<file path="src/rtl/core/olie_pkg.sv">
// Package for the ordered list insert engine.
// Holds field widths, operation codes, the default capacity and the result struct.
// No dependencies.
`default_nettype none

package olie_pkg;

  localparam int unsigned CAPACITY_DEF = 64;

  localparam int unsigned KIND_W  = 2;
  localparam int unsigned POS_W   = 7;
  localparam int unsigned WORD_W  = 32;
  localparam int unsigned COUNT_W = 7;

  // Operation codes carried in the kind field
  typedef enum logic [KIND_W-1:0] {
    KIND_CLEAR  = 2'd0,
    KIND_INSERT = 2'd1,
    KIND_GET    = 2'd2,
    KIND_LOCATE = 2'd3
  } kind_t;

  // One result beat
  typedef struct packed {
    logic                      ok;
    logic signed [WORD_W-1:0]  read_value;
    logic [POS_W-1:0]          found_position;
    logic [COUNT_W-1:0]        count;
    logic                      empty_res;
  } olie_res_t;

endpackage : olie_pkg

`default_nettype wire

</file>
<file path="src/rtl/core/olie_if.sv">
// Valid/ready channel interfaces for the ordered list insert engine.
// Depends on olie_pkg for field widths.
`default_nettype none

interface olie_in_if;
  logic                                 valid;
  logic                                 ready;
  logic [olie_pkg::KIND_W-1:0]          kind;
  logic [olie_pkg::POS_W-1:0]           position;
  logic signed [olie_pkg::WORD_W-1:0]   value;

  modport source (output valid, kind, position, value, input ready);
  modport sink   (input valid, kind, position, value, output ready);
endinterface : olie_in_if

interface olie_out_if;
  logic                                 valid;
  logic                                 ready;
  logic                                 ok;
  logic signed [olie_pkg::WORD_W-1:0]   read_value;
  logic [olie_pkg::POS_W-1:0]           found_position;
  logic [olie_pkg::COUNT_W-1:0]         count;
  logic                                 empty_res;

  modport source (output valid, ok, read_value, found_position, count, empty_res,
                  input ready);
  modport sink   (input valid, ok, read_value, found_position, count, empty_res,
                  output ready);
endinterface : olie_out_if

`default_nettype wire

</file>
<file path="src/rtl/core/olie_out_stage.sv">
// Output holding register for the ordered list insert engine.
// Depends on olie_pkg (result struct) and olie_out_if.
`default_nettype none

module olie_out_stage (
  input  wire logic               clk,
  input  wire logic               rst_n,
  input  wire logic               load,
  input  wire olie_pkg::olie_res_t res,
  output logic                    free,
  olie_out_if.source              out_ch
);
  import olie_pkg::*;

  logic      valid_r;
  olie_res_t res_r;

  // Register can take a new beat when empty or being drained this cycle
  assign free = !valid_r || out_ch.ready;

  always_ff @(posedge clk) begin
    if (!rst_n) begin
      valid_r <= 1'b0;
    end else if (load) begin
      valid_r <= 1'b1;
    end else if (out_ch.ready) begin
      valid_r <= 1'b0;
    end
  end

  // Payload needs no reset
  always_ff @(posedge clk) begin
    if (load) begin
      res_r <= res;
    end
  end

  assign out_ch.valid          = valid_r;
  assign out_ch.ok             = res_r.ok;
  assign out_ch.read_value     = res_r.read_value;
  assign out_ch.found_position = res_r.found_position;
  assign out_ch.count          = res_r.count;
  assign out_ch.empty_res      = res_r.empty_res;

endmodule : olie_out_stage

`default_nettype wire

</file>
<file path="src/rtl/core/ordered_list_insert_engine.sv">
// Top level of the ordered list insert engine: sequencer, entry memory, length.
// Depends on olie_pkg, olie_in_if, olie_out_if and olie_out_stage.
`default_nettype none

// A bounded list of signed 32-bit words kept in a single-port-write,
// single-port-read memory of CAPACITY entries. One operation per input beat;
// the engine is busy (in_ch.ready low) until that operation has finished.
// An insert at the tail writes the word without shifting; a failed insert goes
// straight to the result. Insert and locate walk the memory one entry per cycle
// through its one read port and one write port, so their time grows with the
// list length. A finished result waits in an output register, so the next
// operation can be accepted while the previous result is still held.
// There is no clearing pass; clear only resets the length.
module ordered_list_insert_engine #(
  parameter int unsigned CAPACITY = olie_pkg::CAPACITY_DEF
) (
  input  wire logic  clk,
  input  wire logic  rst_n,
  olie_in_if.sink    in_ch,
  olie_out_if.source out_ch
);
  import olie_pkg::*;

  localparam int unsigned AW = (CAPACITY > 1) ? $clog2(CAPACITY) : 1;
  localparam int unsigned LW = $clog2(CAPACITY + 1);
  localparam int unsigned CW = ((LW > POS_W) ? LW : POS_W) + 1;

  typedef enum logic [3:0] {
    S_IDLE,
    S_DECODE,
    S_SHIFT,
    S_SHIFT_LAST,
    S_INS_WR,
    S_GET_RD,
    S_GET_DATA,
    S_LOC,
    S_EMIT
  } state_t;

  state_t                    state_r, state_nxt;
  logic [LW-1:0]             len_r, len_nxt;
  logic [KIND_W-1:0]         kind_r;
  logic [POS_W-1:0]          pos_r;
  logic [WORD_W-1:0]         word_r;
  logic [AW-1:0]             src_r, src_nxt;
  logic [AW-1:0]             wr_addr_r, wr_addr_nxt;
  logic                      pend_r, pend_nxt;
  logic [LW-1:0]             idx_r, idx_nxt;
  logic [AW-1:0]             cmp_idx_r, cmp_idx_nxt;
  logic                      ok_r, ok_nxt;
  logic [WORD_W-1:0]         rd_r, rd_nxt;
  logic [POS_W-1:0]          fp_r, fp_nxt;

  logic [WORD_W-1:0]         mem [CAPACITY];
  logic [WORD_W-1:0]         rd_data_r;
  logic [AW-1:0]             rd_addr;
  logic                      mem_we;
  logic [AW-1:0]             mem_waddr;
  logic [WORD_W-1:0]         mem_wdata;

  logic [CW-1:0]             pos_ext, len_ext, pm1_ext, fp_ext;
  logic                      ins_ok, get_ok, ins_tail;
  logic                      res_load, out_free;
  olie_res_t                 res;

  // Position checks against the current length, in a common width
  always_comb begin
    pos_ext  = CW'(pos_r);
    len_ext  = CW'(len_r);
    pm1_ext  = pos_ext - CW'(1);
    fp_ext   = CW'(cmp_idx_r) + CW'(1);
    ins_ok   = (pos_ext != '0) && (pos_ext <= len_ext + CW'(1))
               && (len_ext < CW'(CAPACITY));
    get_ok   = (pos_ext != '0) && (pos_ext <= len_ext);
    ins_tail = (pos_ext == len_ext + CW'(1));
  end

  // Sequencer next-state and memory port control
  always_comb begin
    state_nxt   = state_r;
    len_nxt     = len_r;
    src_nxt     = src_r;
    wr_addr_nxt = wr_addr_r;
    pend_nxt    = pend_r;
    idx_nxt     = idx_r;
    cmp_idx_nxt = cmp_idx_r;
    ok_nxt      = ok_r;
    rd_nxt      = rd_r;
    fp_nxt      = fp_r;
    rd_addr     = '0;
    mem_we      = 1'b0;
    mem_waddr   = wr_addr_r;
    mem_wdata   = rd_data_r;
    res_load    = 1'b0;

    unique case (state_r)
      S_IDLE: begin
        if (in_ch.valid) begin
          state_nxt = S_DECODE;
        end
      end

      S_DECODE: begin
        ok_nxt   = 1'b1;
        rd_nxt   = '0;
        fp_nxt   = '0;
        pend_nxt = 1'b0;
        idx_nxt  = '0;
        unique case (kind_r)
          KIND_CLEAR: begin
            len_nxt   = '0;
            state_nxt = S_EMIT;
          end
          KIND_INSERT: begin
            if (!ins_ok) begin
              ok_nxt    = 1'b0;
              state_nxt = S_EMIT;
            end else if (ins_tail) begin
              state_nxt = S_INS_WR;
            end else begin
              src_nxt   = AW'(len_ext - CW'(1));
              state_nxt = S_SHIFT;
            end
          end
          KIND_GET: begin
            if (get_ok) begin
              state_nxt = S_GET_RD;
            end else begin
              ok_nxt    = 1'b0;
              state_nxt = S_EMIT;
            end
          end
          default: begin
            state_nxt = S_LOC;
          end
        endcase
      end

      // Read entry src, write the entry read last cycle one place up
      S_SHIFT: begin
        rd_addr     = src_r;
        mem_we      = pend_r;
        wr_addr_nxt = src_r + AW'(1);
        pend_nxt    = 1'b1;
        if (src_r == AW'(pm1_ext)) begin
          state_nxt = S_SHIFT_LAST;
        end else begin
          src_nxt = src_r - AW'(1);
        end
      end

      S_SHIFT_LAST: begin
        mem_we    = 1'b1;
        state_nxt = S_INS_WR;
      end

      S_INS_WR: begin
        mem_we    = 1'b1;
        mem_waddr = AW'(pm1_ext);
        mem_wdata = word_r;
        len_nxt   = len_r + LW'(1);
        state_nxt = S_EMIT;
      end

      S_GET_RD: begin
        rd_addr   = AW'(pm1_ext);
        state_nxt = S_GET_DATA;
      end

      S_GET_DATA: begin
        rd_nxt    = rd_data_r;
        state_nxt = S_EMIT;
      end

      // Scan reads one entry a cycle and compares the one read before
      S_LOC: begin
        if (pend_r && (rd_data_r == word_r)) begin
          fp_nxt    = fp_ext[POS_W-1:0];
          state_nxt = S_EMIT;
        end else if (idx_r < len_r) begin
          rd_addr     = idx_r[AW-1:0];
          pend_nxt    = 1'b1;
          cmp_idx_nxt = idx_r[AW-1:0];
          idx_nxt     = idx_r + LW'(1);
        end else if (pend_r) begin
          pend_nxt = 1'b0;
        end else begin
          state_nxt = S_EMIT;
        end
      end

      S_EMIT: begin
        if (out_free) begin
          res_load  = 1'b1;
          state_nxt = S_IDLE;
        end
      end

      default: begin
        state_nxt = S_IDLE;
      end
    endcase
  end

  assign in_ch.ready = (state_r == S_IDLE);

  // State and control registers
  always_ff @(posedge clk) begin
    if (!rst_n) begin
      state_r <= S_IDLE;
      len_r   <= '0;
      pend_r  <= 1'b0;
    end else begin
      state_r <= state_nxt;
      len_r   <= len_nxt;
      pend_r  <= pend_nxt;
    end
  end

  // Working registers, no reset needed
  always_ff @(posedge clk) begin
    if (in_ch.valid && in_ch.ready) begin
      kind_r <= in_ch.kind;
      pos_r  <= in_ch.position;
      word_r <= in_ch.value;
    end
    src_r     <= src_nxt;
    wr_addr_r <= wr_addr_nxt;
    idx_r     <= idx_nxt;
    cmp_idx_r <= cmp_idx_nxt;
    ok_r      <= ok_nxt;
    rd_r      <= rd_nxt;
    fp_r      <= fp_nxt;
  end

  // Entry memory: one write port, one registered read port
  always_ff @(posedge clk) begin
    if (mem_we) begin
      mem[mem_waddr] <= mem_wdata;
    end
    rd_data_r <= mem[rd_addr];
  end

  // Result assembly
  always_comb begin
    res.ok             = ok_r;
    res.read_value     = rd_r;
    res.found_position = fp_r;
    res.count          = len_ext[COUNT_W-1:0];
    res.empty_res      = (len_r == '0);
  end

  olie_out_stage u_out_stage (
    .clk    (clk),
    .rst_n  (rst_n),
    .load   (res_load),
    .res    (res),
    .free   (out_free),
    .out_ch (out_ch)
  );

endmodule : ordered_list_insert_engine

`default_nettype wire

</file>
<file path="src/flat_wrapper.sv">
// flat-port wrapper written by rule: the top's interface ports become plain ports
module ordered_list_insert_engine_flat import olie_pkg::*;
#(
  parameter int unsigned CAPACITY = olie_pkg::CAPACITY_DEF
)
  (clk, rst_n, in_ch_valid, in_ch_kind, in_ch_position, in_ch_value, in_ch_ready, out_ch_valid, out_ch_ok, out_ch_read_value, out_ch_found_position, out_ch_count, out_ch_empty_res, out_ch_ready);
  olie_in_if in_ch_i ();
  olie_out_if out_ch_i ();
  input  wire logic clk;
  input  wire logic rst_n;
  input wire logic [$bits(in_ch_i.valid)-1:0] in_ch_valid;
  input wire logic [$bits(in_ch_i.kind)-1:0] in_ch_kind;
  input wire logic [$bits(in_ch_i.position)-1:0] in_ch_position;
  input wire logic [$bits(in_ch_i.value)-1:0] in_ch_value;
  output wire logic [$bits(in_ch_i.ready)-1:0] in_ch_ready;
  output wire logic [$bits(out_ch_i.valid)-1:0] out_ch_valid;
  output wire logic [$bits(out_ch_i.ok)-1:0] out_ch_ok;
  output wire logic [$bits(out_ch_i.read_value)-1:0] out_ch_read_value;
  output wire logic [$bits(out_ch_i.found_position)-1:0] out_ch_found_position;
  output wire logic [$bits(out_ch_i.count)-1:0] out_ch_count;
  output wire logic [$bits(out_ch_i.empty_res)-1:0] out_ch_empty_res;
  input wire logic [$bits(out_ch_i.ready)-1:0] out_ch_ready;
  assign in_ch_i.valid = in_ch_valid;
  assign in_ch_i.kind = in_ch_kind;
  assign in_ch_i.position = in_ch_position;
  assign in_ch_i.value = in_ch_value;
  assign in_ch_ready = in_ch_i.ready;
  assign out_ch_valid = out_ch_i.valid;
  assign out_ch_ok = out_ch_i.ok;
  assign out_ch_read_value = out_ch_i.read_value;
  assign out_ch_found_position = out_ch_i.found_position;
  assign out_ch_count = out_ch_i.count;
  assign out_ch_empty_res = out_ch_i.empty_res;
  assign out_ch_i.ready = out_ch_ready;
  ordered_list_insert_engine #(.CAPACITY(CAPACITY)) u_core (.clk(clk), .rst_n(rst_n), .in_ch(in_ch_i), .out_ch(out_ch_i));
endmodule
</file>
<file path="config.mk">
export PLATFORM = sky130hd
export DESIGN_NAME = ordered_list_insert_engine_flat
export DESIGN_NICKNAME = d
export VERILOG_FILES = /design/src/rtl/core/olie_pkg.sv /design/src/rtl/core/olie_if.sv /design/src/rtl/core/olie_out_stage.sv /design/src/rtl/core/ordered_list_insert_engine.sv /design/src/flat_wrapper.sv
export SDC_FILE = /design/constraint.sdc
export NUM_CORES = 2
export LEC_CHECK = 0
export ABC_AREA = 1
export BUFFER_PORTS_ARGS = -buffer_cell sky130_fd_sc_hd__buf_2
export CAP_MARGIN = 20
export CORE_ASPECT_RATIO = 0.7
export CORE_MARGIN = 2
export CORE_UTILIZATION = 35
export DETAILED_ROUTE_END_ITERATION = 8
export GPL_TIMING_DRIVEN = 1
export MAX_ROUTING_LAYER = met4
export PLACE_DENSITY_LB_ADDON = 0.12
export SYNTH_ARGS = -nofsm -noshare
export SYNTH_HDL_FRONTEND = slang
export SYNTH_SLANG_ARGS = --single-unit
</file>
<file path="constraint.sdc">
create_clock -name clk -period 10.3 [get_ports clk]
set_input_delay 2.06 -clock clk [delete_from_list [all_inputs] [get_ports clk]]
set_output_delay 2.06 -clock clk [all_outputs]
set_load 0.03 [all_outputs]
</file>
; Word-level counts from Yosys, hierarchy flattened
; Memory sizes are Yosys's and may differ from the RTL's. A register that Yosys moved wholly into a read port is not among the register bits.
; Cells that the tools add are included.
; Widths: inputs -> output; s select.
[word_totals]
regBits = 167
ram_bits = 2048
inputBits = 45
output_inout_bits = 50
n_memories = 1
[memory_table]
columns = memory, words, width, read_ports, rd_ports_with_merged_regs, write_ports, line_no
row1 = u_core.mem, 64, 32, 1, 1, 1, ordered_list_insert_engine.sv:54  ; logic [WORD_W-1:0] mem [CAPACITY];
[op_classes]
add_sub_neg = 8
order_cmp = 4
eq_ne = 26
mux = 42
n_bitwise = 1
n_reduce_logical = 26
[ops]
columns = operator, n
row1 = $pmux 32 s2, 1
row2 = $mux 6, 7
row3 = $pmux 7 s2, 3
row4 = $eq 32x32->1, 1
row5 = $mux 32, 1
row6 = $mux 4, 8
row7 = $pmux 4 s8, 1
row8 = $mux 7, 4
row9 = $pmux 6 s3, 1
row10 = $sub 6x1->6 const B, 3
row11 = $eq 4x3->1 const B, 4
row12 = $add 7x1->7 const B, 2
row13 = $ne 2x2->1 const B, 6
row14 = $pmux 4 s3, 1
row15 = $pmux 6 s2, 1
row16 = $mux 1, 10
row17 = $ne 2x1->1 const B, 5
row18 = $reduce_and 5->1, 2
row19 = $reduce_bool 2->1, 5
row20 = $add 7x1->8 const B, 1
row21 = $eq 4x2->1 const B, 2
row22 = $eq 7x8->1, 1
row23 = $le 7x8->1, 1
row24 = $add 6x1->7 const B, 1
row25 = other kinds (26), 35

; Depth between registers and ports, before layout
[logic_depth]
ltp_word = 7
mapped_depth = 21

; Modules after synthesis
; A second synthesis with hierarchy kept.
[unflattened]
cells_unflattened = 7632
area_unflattened_um2 = 92092.1
[modules_own_cells]
columns = mod, instances, cells_each, area_per_inst_um2, seq_area_each_um2
row1 = ordered_list_insert_engine, 1, 7578, 90604.4, 65562.9
row2 = olie_out_stage, 1, 54, 1487.7, 1461.4

; Least setup slack after synthesis
; OpenSTA, ideal clock, no wires.
[synth_timing]
path_type = input -> register
startpoint = input port out_ch_ready
endpoint = register u_core.u_out_stage.res_r (netlist bit u_core.u_out_stage.out_ch.count[0]), enable pin
arrival_ns = 6.688
required_time_ns = 9.727
path_slack_ns = 3.040
stages = 2
n_path_buf = 0
cell_sequence = nor2_1 -> nor4_1
[synth_between]
elab_chain_len = 3
[synth_rtl]
columns = item, line_no
row1 = start: declaration, flat_wrapper.sv:22  ; input wire logic [$bits(out_ch_i.ready)-1:0] out_ch_ready;
row2 = $logic_or 1x1->1, olie_out_stage.sv:19  ; assign free = !valid_r || out_ch.ready;
row3 = $mux 1, ordered_list_insert_engine.sv:193  ; if (out_free) begin
row4 = $mux 1, ordered_list_insert_engine.sv:96  ; unique case (state_r)
row5 = net u_core.res_load, ordered_list_insert_engine.sv:63  ; logic res_load, out_free;
row6 = end signal: assignment, olie_out_stage.sv:34  ; res_r <= res;
row7 = end: declaration, olie_out_stage.sv:16  ; olie_res_t res_r;
; The timed path passes the listed nets, and every way through them passes these cells.
; A chain may end at the register's enable or synchronous reset.

; Worst setup path after layout
[layout_timing]
startpoint = register u_core.rd_data_r[17], read port of u_core.mem
endpoint = register u_core.rd_data_r[30], read port of u_core.mem
[layout_between]
elab_chain_len = 4
[layout_rtl]
columns = item, line_no
row1 = start: declaration, ordered_list_insert_engine.sv:55  ; logic [WORD_W-1:0] rd_data_r;
row2 = $eq 32x32->1, ordered_list_insert_engine.sv:177  ; if (pend_r && (rd_data_r == word_r)) begin
row3 = $logic_and 1x1->1, ordered_list_insert_engine.sv:177
row4 = $mux 6, ordered_list_insert_engine.sv:177
row5 = $pmux 6 s3, ordered_list_insert_engine.sv:96
; No other way between the ends.

==> metrics.txt <==
largest net degree at the start of global routing=152; Reg2Reg Setup Slack=approximately 4400 ps; Avg Cell Area, Syn=between 10 and 15 µm²; VDD IR max=approximately 0.00022 V; sequential area share after synthesis=67.9%; Slew Viols, Final=0; Async SR Flop Fraction=0%; Post-synth EDFFs=around 2.2k; antenna viol nets, final=0; Startpoint Class=flip-flop; Setup TNS=0 ps; hold crit path type=reg -> reg; pre-CTS setup slack=roughly 4500 ps; ys flop type=edfxtp_1; post_cts resized=0; top-count cell post-synth=nand3_1; final period utilization=around 57%; area leader, netlist=edfxtp_1; Post-Synthesis Net Count=8959; Synth warnings=0; Post-Syn Instances=8882; drt total wl=340000 µm; Yosys reg bits=about 2.2k; status=complete, no violations; final setup vio count=0; Num Clock Sinks=~2.2k; total power draw=25900 µW; share of cells above drive strength 1=7.85%; part of the power in registers=a little under half; pwr dens=234 nW/µm²; All-Layer GR Usage=between 20% and 30%; Core ar.=281000 µm²; clock latency on the worst-skew pair=between 900 and 1000 ps; port bufs=94; dpl hpwl=about 170000 µm; Max FO, Critical Path=approximately 130; Final WS setup=4380 ps; top-area cell type share of the netlist area=between 60% and 70%; post-CTS setup buffers=0; Worst EP required=roughly 11000 ps; CTS buffer count=between 200 and 250; Crit. Startpoint=u_core.rd_data_r[17]; first-pass GRT wire length=around 480000 µm; Clock Tree Buf Depth=4; CTS clk-pin slew, worst paths=~60 ps; Via Count=about 67k; Post-synth top cells=nand3_1 (2210), edfxtp_1 (2202), nand2_1 (1414), inv_1 (1284), nand3b_1 (765); Switch Pwr=approximately 8400 µW; synth top area cells=edfxtp_1 (67%), nand3_1 (11%), nand3b_1 (5.8%); worst r2r src=u_core.rd_data_r[17]; CTS Hold Buffers Added=0; Layout area overhead=12.4%; final hold violation count=0; crit path time final=about 5900 ps; I/O pin total=95; CTS tree=done; synthesized area=98700 µm²; Clock Skews=about 53 ps; CP Capture Type=flip-flop; final core utilization=39.5%; worst slew pin tran=~1200 ps; initial cell density of the core=35.1%; Leakage=just over 0.04 µW; H-tree Lvls=4; critical path type=reg -> reg; slew margin rel.=between 10% and 20%; max-cap violation count=0; Initial DRC Count=about 8k; switching share of power=32.3%; Distinct cells, synth=40; CTS Root Cell=clkbuf_16; fin nets=8890; via density per instance=~5.3; die height=448 µm; clock network power share=between 30% and 40%; gp weighted congestion=0.909; grt ovf=0; DRC=0; Gate power share=21.7%; initial antenna violation count=13; Power Internal=between 15000 and 20000 µW; RSZ-0062 raised after global routing=false; Pre-antenna DRT Iters=6; DR WL/cell=around 27 µm; die width=639 µm; vias in the first global route=between 60k and 70k; CP arrival=roughly 6700 ps; Rows=approximately 160; Die ar.=about 290000 µm²; startpoint of the worst hold path=u_core.fp_r[5]; maximum clock frequency=about 170 MHz
-- power by group through the flow --
stage | Clock [µW] | Sequential [µW] | Combinational (µW)
2_1_floorplan | 0 | 12400 | 2840
3_3_place_gp | 0 | 12300 | 5560
3_5_place_dp | 0 | 12300 | 5590
4_1_cts | 8380 | 12100 | 5600
5_1_grt | 8740 | 12100 | 6030
6_report | 8230 | 12100 | 5620
-- worst max-delay path: stages (launching register included) --
cell and delay (ps):
dfxtp_1 670, inv_1 300, nand2_1 160, nand2_1 60, inv_1 50, nand2_1 60
nor2_1 90, nand2_1 110, nor2_1 150, nand3_1 250, nand3_4 460, buf_4 580
buf_4 610, buf_12 600, nand3b_1 160, nand3_1 120, nand3_1 80, nand3_1 120
nand3_1 400, nand3_1 470, nand2_1 100
-- layer usage --
metal | global-route usage [%] | routed length, µm
met3 | 3.16 | 23800
met1 | 35.4 | 160000
met4 | 4.67 | 6690
met2 | 35.4 | 150000
met5 | - | 0
-- cells in the final DEF (no fill, tap or decap), types with 16 or more instances in the layout --
cell | synthesis | final
clkbuf_8 | 0 | 21
clkinv_2 | 0 | 37
inv_1 | 1284 | 1282
nor2_4 | 1 | 69
nand4_1 | 22 | 22
clkbuf_1 | 230 | 48
nor2_1 | 164 | 96
clkinv_1 | 1 | 44
a21oi_1 | 27 | 27
buf_4 | 24 | 156
bufinv_16 | 0 | 16
buf_12 | 0 | 20
nand3_1 | 2210 | 2208
ha_1 | 32 | 32
nand2_1 | 1414 | 1414
edfxtp_1 | 2202 | 2202
nand3b_1 | 765 | 765
o21ai_4 | 0 | 32
buf_2 | 212 | 95
nor3_1 | 24 | 24
dfxtp_1 | 45 | 45
clkbuf_16 | 0 | 229
o21ai_0 | 62 | 30
-- cell families (layout without fill, tap and decap cells) --
group	after synthesis	after routing	share of synthesized area [%]
simple gates	4623	4623	23.5
buf+inv	1857	1965	7.44
xor+xnor	21	21	0.186
fa+ha+maj	32	32	0.406
other cells	0	2	0
flops	2247	2247	67.9
compound gates	102	102	0.556
-- flip-flops by register name (all words and copies together), names as in the netlist, 32 cells and up --
register,count
u_core.rd_data_r,32
u_core.u_out_stage.out_ch.read_value,32
u_core.rd_r,32
u_core.mem,2048
u_core.word_r,32
-- per-stage QoR --
stage	hold slack [ps]	area (µm²)	instances
5_1_grt	424	111000	12700
3_3_place_gp	404	104000	12300
2_1_floorplan	400	98700	8882
6_report	419	111000	12700
3_5_place_dp	405	104000	12300
4_1_cts	420	111000	12700
-- worst paths after layout --
| path | cells past startpoint | endpoint |
|---|---|---|
| min | 0 | u_core.u_out_stage.out_ch.found_position[5] |
| max | 20 | u_core.rd_data_r[30] |
| min reg2reg | 0 | u_core.u_out_stage.out_ch.found_position[5] |
| max reg2reg | 20 | u_core.rd_data_r[30] |
-- area by class of cell --
class	count	area [µm²]
Antenna cell	2	5.00
Clock buffer	298	6200
Clock inverter	107	920
Fill cell	27000	170000
Inverter	1289	4870
Multi-Input combinational cell	4778	25200
Sequential cell	2247	67000
Tap cell	3712	4640
Timing Repair Buffer	271	2050
Note: power is estimated with default switching activity, not from simulation.
